==> src/rtl/rbe_pkg.sv <==
// Shared types and constants of the rANS byte encoder.
// No dependencies; used by every module of the block.
`default_nettype none

package rbe_pkg;

  // Field widths
  localparam int unsigned StateW = 32;
  localparam int unsigned FreqW  = 17;
  localparam int unsigned StartW = 16;
  localparam int unsigned SymW   = 8;
  localparam int unsigned ByteW  = 8;
  localparam int unsigned ScaleW = 5;
  localparam int unsigned KindW  = 2;

  // Scale register: reset value and largest legal value
  localparam logic [ScaleW-1:0] ScaleReset = 5'd14;
  localparam logic [ScaleW-1:0] ScaleMax   = 5'd16;

  // Divider iteration counter
  localparam int unsigned DivCntW = $clog2(StateW);

  // Input item kinds
  typedef enum logic [KindW-1:0] {
    KIND_ENCODE = 2'd0,
    KIND_LOAD   = 2'd1,
    KIND_FLUSH  = 2'd2
  } kind_e;

  // Symbol table access
  typedef struct packed {
    logic              we;
    logic              re;
    logic [SymW-1:0]   addr;
    logic [FreqW-1:0]  freq;
    logic [StartW-1:0] start;
  } tbl_req_t;

  typedef struct packed {
    logic [FreqW-1:0]  freq;
    logic [StartW-1:0] start;
  } tbl_rsp_t;

  // Serial divider handshake
  typedef struct packed {
    logic              start;
    logic [StateW-1:0] dividend;
    logic [FreqW-1:0]  divisor;
  } div_req_t;

  typedef struct packed {
    logic              done;
    logic [StateW-1:0] quotient;
    logic [FreqW-1:0]  remainder;
  } div_rsp_t;

endpackage

`default_nettype wire

==> src/rtl/rbe_divider.sv <==
// Restoring radix-2 divider, one quotient bit per cycle, 32-bit dividend
// by 17-bit divisor. Depends on rbe_pkg.
`default_nettype none

module rbe_divider (
  input  wire logic             clk_i,
  input  wire logic             rst_ni,
  input  wire rbe_pkg::div_req_t req_i,
  output rbe_pkg::div_rsp_t      rsp_o
);

  localparam int unsigned SW = rbe_pkg::StateW;
  localparam int unsigned FW = rbe_pkg::FreqW;
  localparam logic [rbe_pkg::DivCntW-1:0] LastCnt = rbe_pkg::DivCntW'(SW - 1);

  logic                       busy_q;
  logic                       done_q;
  logic [rbe_pkg::DivCntW-1:0] cnt_q;
  logic [SW-1:0]              quo_q;
  logic [FW-1:0]              rem_q;
  logic [FW-1:0]              dsr_q;
  logic [FW:0]                shifted;
  logic [FW:0]                diff;
  logic                       ge;

  // One trial subtraction per cycle
  always_comb begin
    shifted = {rem_q, quo_q[SW-1]};
    diff    = shifted - {1'b0, dsr_q};
    ge      = shifted >= {1'b0, dsr_q};
  end

  // Sequencing
  always_ff @(posedge clk_i or negedge rst_ni) begin
    if (!rst_ni) begin
      busy_q <= 1'b0;
      done_q <= 1'b0;
      cnt_q  <= '0;
    end else begin
      done_q <= 1'b0;
      if (req_i.start) begin
        busy_q <= 1'b1;
        cnt_q  <= '0;
      end else if (busy_q) begin
        cnt_q <= cnt_q + 1'b1;
        if (cnt_q == LastCnt) begin
          busy_q <= 1'b0;
          done_q <= 1'b1;
        end
      end
    end
  end

  // Datapath: quotient bits shift in where dividend bits shift out
  always_ff @(posedge clk_i) begin
    if (req_i.start) begin
      quo_q <= req_i.dividend;
      rem_q <= '0;
      dsr_q <= req_i.divisor;
    end else if (busy_q) begin
      quo_q <= {quo_q[SW-2:0], ge};
      rem_q <= ge ? diff[FW-1:0] : shifted[FW-1:0];
    end
  end

  assign rsp_o.done      = done_q;
  assign rsp_o.quotient  = quo_q;
  assign rsp_o.remainder = rem_q;

endmodule

`default_nettype wire

==> config.mk <==
export PLATFORM = sky130hd
export DESIGN_NAME = rbe_divider
export DESIGN_NICKNAME = d
export VERILOG_FILES = /design/src/rtl/rbe_pkg.sv /design/src/rtl/rbe_divider.sv
export SDC_FILE = /design/constraint.sdc
export NUM_CORES = 1
export LEC_CHECK = 0
export ABC_CLOCK_PERIOD_IN_PS = 5400
export BUFFER_PORTS_ARGS = -buffer_cell sky130_fd_sc_hd__buf_2
export CAP_MARGIN = 10
export CORE_UTILIZATION = 45
export CTS_BUF_LIST = sky130_fd_sc_hd__clkbuf_4
export CTS_CLUSTER_DIAMETER = 30
export DETAILED_ROUTE_END_ITERATION = 12
export GPL_TIMING_DRIVEN = 0
export PLACE_DENSITY_LB_ADDON = 0.08
export REMOVE_ABC_BUFFERS = 1
export SYNTH_ARGS = -nofsm -noshare
export SYNTH_HDL_FRONTEND = slang
export SYNTH_SLANG_ARGS = --single-unit
==> constraint.sdc <==
create_clock -name clk_i -period 5.4 [get_ports clk_i]
set_input_delay 0.54 -clock clk_i [delete_from_list [all_inputs] [get_ports clk_i]]
set_output_delay 0.54 -clock clk_i [all_outputs]
set_load 0.02 [all_outputs]
# [Word-level counts from Yosys, hierarchy flattened]
# Index checks and enable logic that the tools add are counted.
[word_totals] register_bits=73 latchBits=0 mem_bits_rw=0 rom_bits=0 word_cells=22 n_memories=0
[classes] n_addsub=2 mul=0 div_mod_pow=0 n_lt_le_gt_ge=1 eq_ne=1 shift=0 muxes=11 n_bitwise=0 reduce_logical=1
[ops] op="$mux 32" n=2
[ops] op="$ge 18x17->1" n=1
[ops] op="$mux 17" n=1
[ops] op="$sub 17x17->17" n=1
[ops] op="$mux 5" n=2
[ops] op="$mux 1" n=6
[ops] op="$add 5x1->5 const B" n=1
[ops] op="$eq 5x5->1 const B" n=1
[ops] op="$reduce_bool 2->1" n=1

# [Logic depth before layout (Yosys ltp)]
# Gate-level depths: netlist of the first run.
[depth] depth_word=4 depth_mapped=13

# [Worst setup path before layout of the first run]
# No wires, ideal clock.
[synth_timing] path_kind="register to register" start="register quo_q[31]" end="register quo_q[0] (data pin)" setup_ns=0.260 arrival_time_ns=2.434 setup_slack_ns=2.706 stages_incl_launch_ff=12 n_path_buf=2 synth_period_minus_slack_ns=2.694 path_cell_list="edfxtp_1 -> inv_1 -> ha_1 -> inv_1 -> fa_1 -> a211oi_2 -> o21ai_0 -> a31oi_2 -> a211oi_2 -> buf_6 -> buf_8 -> mux2_2"
[synth_via] elab_chain_len=3
[synth_rtl] item="start, declared" line_no="rbe_divider.sv:19" source="logic [SW-1:0] quo_q;"
[synth_rtl] item="start signal, assigned" line_no="rbe_divider.sv:57" source="quo_q <= req_i.dividend;"
[synth_rtl] item="start signal, assigned" line_no="rbe_divider.sv:61" source="quo_q <= {quo_q[SW-2:0], ge};"
[synth_rtl] item="$ge 18x17->1" line_no="rbe_divider.sv:30" source="ge = shifted >= {1'b0, dsr_q};"
[synth_rtl] item="$mux 32" line_no="rbe_divider.sv:60" source="end else if (busy_q) begin"
[synth_rtl] item="$mux 32" line_no="rbe_divider.sv:56" source="if (req_i.start) begin"
# Every way passes these cells. The select of a mux whose other input is x is not followed.
# A chain may end at the register's enable or synchronous reset.

# [Worst setup path in the final report of the first run]
[layout_timing] start="register quo_q[31]" end="register rem_q[13]"
[layout_via] elab_chain_len=2 elab_cells_between_ends=3 classes_between="add/sub: 1; order compare: 1; mux: 1"
[layout_rtl] item="$sub 17x17->17 or $ge 18x17->1 (tied branches)" line_no="rbe_divider.sv:29, rbe_divider.sv:30"
[layout_rtl] item="$mux 17 *" line_no="rbe_divider.sv:62" source="rem_q <= ge ? diff[FW-1:0] : shifted[FW-1:0];"
[layout_rtl] item="end signal, assigned" line_no="rbe_divider.sv:62"
[layout_rtl] item="end, declared" line_no="rbe_divider.sv:20" source="logic [FW-1:0] rem_q;"
# Mark *: on every way between the ends. The rest lies on a longest branch, timed or not.

==> results of run 1 <==
-- routing by layer --
layer / GRT usage / part of all wire
met1: 0.235 / 0.46
met2: 0.290 / 0.45
met3: 0.0615 / 0.070
met4: 0.0654 / 0.012
met5: 0 / 0
-- metrics by stage --
| stage | power, mW | setup WS [ns] |
|---|---|---|
| floorplan | 0.790 | 2.30 |
| detailed placement | 0.862 | 2.02 |
| global route | 1.25 | 2.34 |
| global placement | 0.857 | 1.60 |
| finish | 1.19 | 2.54 |
| CTS | 1.21 | 2.39 |
-- cell usage in the layout, fill, tap and decap left out, drive strengths merged, types with 7 or more instances in the layout --
cell type	instances
ha	19
inv	28
mux2i	8
a211oi	9
dfxtp	17
o21ai	36
buf	104
clkbuf	9
nor2	27
xor2	8
mux2	32
edfxtp	49
xnor2	7
a21oi	12
nand2	32
dfrtp	7
-- how the worst max path moves through the flow --
stage / startpoint / to / slack, ns / depth (start not counted)
2_1_floorplan: quo_q[31] / rem_q[13] / 2.30 / 11
3_3_place_gp: quo_q[31] / rem_q[9] / 1.60 / 11
3_5_place_dp: req_i[49] / quo_q[8] / 2.02 / 4
4_1_cts: busy_q / quo_q[31] / 2.39 / 2
5_1_grt: quo_q[31] / rem_q[13] / 2.34 / 12
6_report: quo_q[31] / rem_q[13] / 2.54 / 12
-- synthesized netlist by cell type, types with 7 or more instances --
library cell  instances
edfxtp_1             49
mux2_2               32
nand2_1              31
nor2_1               27
o21ai_0              27
inv_1                22
ha_1                 19
dfxtp_1              17
a21oi_1              12
mux2i_1               8
o21ai_1               8
xor2_1                8
dfrtp_1               7
xnor2_1               7
-- kinds of logic (layout without fill, tap and decap cells) --
kind of cell	count (synthesis)	count (layout)
and+or+nand+nor	81	81
AOI/OAI and AO/OA	74	74
DFF	73	73
muxes	40	40
buffers and inverters	37	143
adders and majority gates	20	20
xor gates and xnor gates	15	15
-- critical path: cells and delay by family, from the launching register on --
kind                     cells  cell delay [ns]
AO/OA/AOI/OAI                7             1.58
adder cells (fa/ha/maj)      2             0.45
flip-flops                   1             0.38
buffers and inverters        3             0.35
-- layout make-up --
cell class	count	area (sq um)	area share
Inverter	22	82.6	0.0180
Clock buffer	9	67.6	0.0147
Timing Repair Buffer	105	591	0.128
Sequential cell	73	1990	0.432
Tap cell	105	131	0.0286
Clock inverter	7	67.6	0.0147
Multi-Input combinational cell	230	1670	0.363
-- sequential cells by signal, summed over array words and instances (netlist names) --
signal,cells
quo_q,32
dsr_q,17
rem_q,17
cnt_q,5
busy_q,1
done_q,1
-- where the power goes --
part	switching, mW	internal, mW	leakage (nW)
clock	0.233	0.109	0.0733
sequential	0.0179	0.640	0.735
combinational	0.108	0.0841	1.19
==> metrics.md, run 1 <==
| Metric | Value |
|---|---|
| Outcome | `completed` |
| Synth-to-layout area growth | `20.3%` |
| Maxcap violations | `0` |
| Crit end category | `flop` |
| Crit path kind | `reg2reg` |
| Layout cell share with drive strength beyond 1 | `0.363` |
| All-layer global routing usage | `0.185` |
| Die area | `8860 sq um` |
| Reg2reg end | `rem_q[13]` |
| Hold EP | `dsr_q[0]` |
| Cell Rows | `33` |
| R2r startpoint | `quo_q[31]` |
| 1st-pass router iterations | `4` |
| Die Y | `94.2 microns` |
| Simple logic cell fraction of the synthesized area | `0.0933` |
| Synth cell types | `50` |
| Initial cell density of the core | `0.465` |
| Vias in the first global route | `2606` |
| Root buffer cell | `clkbuf_4` |
| Crit path DAT | `3.18 ns` |
| Async SR Flop Fraction | `0.0959` |
| Synth top area share | `0.385` |
| DRC | `0` |
| Non-Filler Instances | `551` |
| Fraction of the cycle the final worst path needs | `0.530` |
| Slowest stage delay, CP | `0.63 ns` |
| Iteration-0 DRC Markers | `145` |
| Main synth FF type | `edfxtp_1` |
| Synth Area in Adders | `0.0675` |
| Average wire per standard cell | `14.1 microns` |
| Rel. slew slack | `0.343` |
| Largest net degree at the start of global routing | `42` |
| Synthesized instance count | `340` |
| Crit-path max FO | `19` |
| Area after DPL | `4420 sq um` |
| Slew @ Worst Pin | `0.982 ns` |
| Mean area per synthesized cell | `11.2 sq um` |
| Routed Antenna Nets | `0` |
| Reg clk slew, reported paths | `0.16 ns` |
| Setup Buffers After CTS | `0` |
| Die width | `94.2 microns` |
| HPWL Detailed | `5.50 mm` |
| Sequential fraction of the synthesis area | `0.520` |
| Synthesized-area fraction occupied by xor and xnor cells | `0.0344` |
| Final Cell Area | `4600 sq um` |
| CTS tree | `done` |
| Compound-Gate Fraction of Synth Area | `0.125` |
| FMAX | `349 MHz` |
| CP most frequent cell | `inv_1` |
| Power Density | `259 nW/um^2` |
| DR vias/cell | `5.12` |
| Hold_buf cts | `1` |
| Crit start category | `flop` |
| Buffers added on ports | `101` |
| Largest family of logic cells by synthesized area | `compound AO/OA/AOI/OAI gates` |
| Mapped cell area | `3820 sq um` |
| Mux cell area share after synthesis | `0.115` |
| Nets | `513` |
| Core footprint | `8220 sq um` |
| Dpl cells | `533` |
| Max Buffers Root-to-Sink | `2` |
| Num ports | `102` |
| First-pass GRT wire length | `12.4 mm` |
| Clock Skew | `0.0245 ns` |
| Post-synth EDFFs | `49` |
| Vias | `2821` |
| Hold wc startpoint | `req_i[0]` |
| Most area-hungry cell type in the Yosys netlist | `edfxtp_1` |
| Hold Violations, Final | `0` |
| R2R Setup Slk | `2.54 ns` |
| Fill count | `754` |
| DRT Wirelength | `7.75 mm` |
| ANT cells | `0` |
| Static Leak | `2.00 nW` |
| Setup TNS | `0 ns` |
| End-of-flow core utilization | `0.559` |
| Final setup fails | `0` |
| Syn. warnings | `0` |
| Worst vdd ir | `0.163 mV` |
| Synth Register Bits | `73` |
| Worst hold-check path type | `in2reg` |
| Hold path cells | `1` |
| Ranking of synthesized cells by area | `edfxtp_1 (39%), mux2_2 (9.4%), dfxtp_1 (8.9%)` |
| Antenna violations before repair | `0` |
| CP required | `5.72 ns` |
| CP max stage cell | `a211oi_4` |
| Worst reg2reg path depth | `12` |
| Final hold slack | `0.262 ns` |
| Final min period | `2.86 ns` |
| Gpl congestion | `0.848` |
| RSZ-0062 raised after global routing | `false` |
| Clock buffer count from CTS | `9` |
| Grt ovf | `0` |
| Sink Count | `73` |
| Post-CTS Resized | `0` |
| Worst path cell trace | `inv_1 > ha_1 > inv_1 > fa_1 > a211oi_2 > o21ai_0 > a31oi_2 > a211oi_4 > buf_16 > o31a_1 > o2bb2ai_1 > o21ai_1` |
| H-tree depth | `3` |
| Clock Latency Late Sink | `0.44 ns` |
| Slew Viols, Final | `0` |
Note: power is estimated with default switching activity, not from simulation.
==> inputs of run 2 (changes only) <==
Settings changed: ABC_CLOCK_PERIOD_IN_PS 5400 to 2450.
Clock period 5.4 ns to 2.45 ns, I/O delays scaled along.
==> run 2 against run 1 <==
Compared with the run above:
- maximum frequency increased by 16%
- highest routed layer unchanged
- global-route usage increased by 0.61 points
- the flow now finishes with violations (setup timing)
- worst setup slack got worse by 2.6 ns
- largest power group unchanged
==> metrics.md, run 2 (same netlist as run 1, synthesis figures left out) <==
| Metric | Value |
|---|---|
| Met2 wire length | `3.97 mm` |
| Final setup fails | `2` |
| Cell Rows | `33` |
| Critical Path End | `quo_q[0]` |
| DR vias/cell | `5.11` |
| Power Density | `540 nW/um^2` |
| Antenna violations before repair | `0` |
| CP Launch Point | `quo_q[31]` |
| FMAX | `404 MHz` |
| Worst reg2reg path depth | `10` |
| Non-Filler Instances | `579` |
| Leading cell type in the layout, fill and taps excluded | `buf_2` |
| Crit-path max FO | `6` |
| DRT Wirelength | `8.47 mm` |
| Slew @ Worst Pin | `0.795 ns` |
| R2r startpoint | `quo_q[31]` |
| Met1 Wirelength | `3.85 mm` |
| Highest-count cells in the layout ignoring fill and taps | `buf_2 (101), edfxtp_1 (49), mux2_2 (32), nand2_1 (29), nor2_1 (25)` |
| Num ports | `102` |
| DRC | `0` |
| HPWL Detailed | `5.50 mm` |
| Worst vdd ir | `0.361 mV` |
| Biggest regs | `quo_q x32, dsr_q x17, rem_q x17` |
| Die width | `94.2 microns` |
| DR WL met3 | `533 microns` |
| Final Cell Area | `5030 sq um` |
| Clock Skew | `0.0208 ns` |
| Failing checks | `setup timing` |
| Synth-to-layout area growth | `31.6%` |
| Die area | `8860 sq um` |
| Core footprint | `8220 sq um` |
| Final min period | `2.48 ns` |
| Most flop-heavy register | `quo_q` |
| Maxcap violations | `0` |
| Routed Antenna Nets | `0` |
| Average wire per standard cell | `14.6 microns` |
| CP required | `2.64 ns` |
| Max reg flops | `32` |
| Crit end category | `flop` |
| Reg2reg end | `quo_q[0]` |
| Slew Viols, Final | `0` |
| Fill count | `709` |
| End-of-flow core utilization | `0.612` |
| Dpl cells | `533` |
| Reg clk slew, reported paths | `0.16 ns` |
| Crit start category | `flop` |
| Fraction of the cycle the final worst path needs | `1.01` |
| All-layer global routing usage | `0.191` |
| Nets | `541` |
| Rel. slew slack | `0.470` |
| Outcome | `complete, but fails checks` |
| First-pass GRT wire length | `12.8 mm` |
| CTS tree | `done` |
| Crit path DAT | `2.67 ns` |
| RSZ-0062 raised after global routing | `true` |
| Area after DPL | `4420 sq um` |
| Clock buffer count from CTS | `9` |
| Vias | `2960` |
| Max Buffers Root-to-Sink | `2` |
| Buffers added on ports | `101` |
| Sink Count | `73` |
| H-tree depth | `3` |
| Largest net degree at the start of global routing | `42` |
| Grt ovf | `0` |
| Vias in the first global route | `2716` |
| Static Leak | `2.14 nW` |
| Root buffer cell | `clkbuf_4` |
| R2R Setup Slk | `-0.03 ns` |
| Initial cell density of the core | `0.465` |
| Die Y | `94.2 microns` |
| Max Used Layer | `met4` |
| Gpl congestion | `0.848` |
| Clock Latency Late Sink | `0.44 ns` |
| Layout cell share with drive strength beyond 1 | `0.416` |
| ANT cells | `0` |
| Crit path kind | `reg2reg` |
| Hold Violations, Final | `0` |
| Final WS setup | `-0.0275 ns` |
| 1st-pass router iterations | `6` |
| Worst hold-check path type | `in2reg` |
| Iteration-0 DRC Markers | `143` |
run 2: cell count changes in the layout (fill, tap and decap cells not counted), sizes merged:
cell / before / now
buf: 104 / 113
dlygate4sd3: 1 / 18
inv: 28 / 27
clkinvlp: 1 / 3
clkbuf: 9 / 10
run 2: through the flow:
| step | hold slack, ns | TNS, ns | power [mW] | worst slack (ns) |
|---|---|---|---|---|
| 2_1_floorplan | -0.0506 | -9.88 | 1.74 | -0.652 |
| 3_3_place_gp | 0.0819 | -52.99 | 1.89 | -1.35 |
| 3_5_place_dp | 0.0839 | -26.31 | 1.90 | -0.639 |
| 4_1_cts | 0.0614 | -0.0551 | 2.70 | -0.0323 |
| 5_1_grt | 0.0573 | -1.18 | 2.84 | -0.140 |
| 6_report | 0.0888 | -0.0537 | 2.71 | -0.0275 |
run 2: timing repair:
action,in CTS,in global routing
setup buffers,5,4
hold endpoints to repair,24,0
endpoints found under the setup margin,50,18
hold buffers,18,0
pin swaps,5,12
cloned,1,2
gates resized for setup,6,43
run 2: area by class of cell:
| type | count | area (sq um) | area share |
|---|---|---|---|
| clock buffers | 9 | 67.6 | 0.0134 |
| repair buffers | 132 | 828 | 0.165 |
| clock inverters | 7 | 67.6 | 0.0134 |
| well taps | 105 | 131 | 0.0261 |
| inverters | 22 | 86.3 | 0.0172 |
| repair inverters | 1 | 7.51 | 0.00149 |
| flip-flops and latches | 73 | 1990 | 0.395 |
| multi-input cells | 230 | 1850 | 0.369 |
run 2: power breakdown:
| group | switching (mW) | total, mW | internal [mW] |
|---|---|---|---|
| registers | 0.0403 | 1.45 | 1.41 |
| clock network | 0.522 | 0.762 | 0.240 |
| logic | 0.266 | 0.502 | 0.236 |
| total | 0.828 | 2.71 | 1.89 |
run 2: worst min-delay path by stage:
stage	cells past startpoint	end	slack (ns)	start
4_1_cts	2	quo_q[14]	0.06	req_i[31]
3_5_place_dp	1	cnt_q[0]	0.08	rst_ni
3_3_place_gp	1	cnt_q[0]	0.08	rst_ni
5_1_grt	2	quo_q[15]	0.06	req_i[32]
2_1_floorplan	0	busy_q	-0.05	rst_ni
6_report	2	quo_q[14]	0.09	req_i[31]
run 2: routing by layer:
metal,up-vias,track usage
li1,1486,-
met1,1382,0.243
met2,84,0.306
met3,8,0.0583
met4,0,0.0654
met5,-,0
run 2: worst max-delay path: stages (launching register included):
cell      delay [ns]
edfxtp_1        0.41
inv_1           0.07
ha_2            0.18
inv_2           0.04
fa_2            0.40
a211oi_4        0.27
o21ai_2         0.10
a31oi_4         0.22
a211oi_4        0.15
buf_6           0.15
mux2_2          0.25
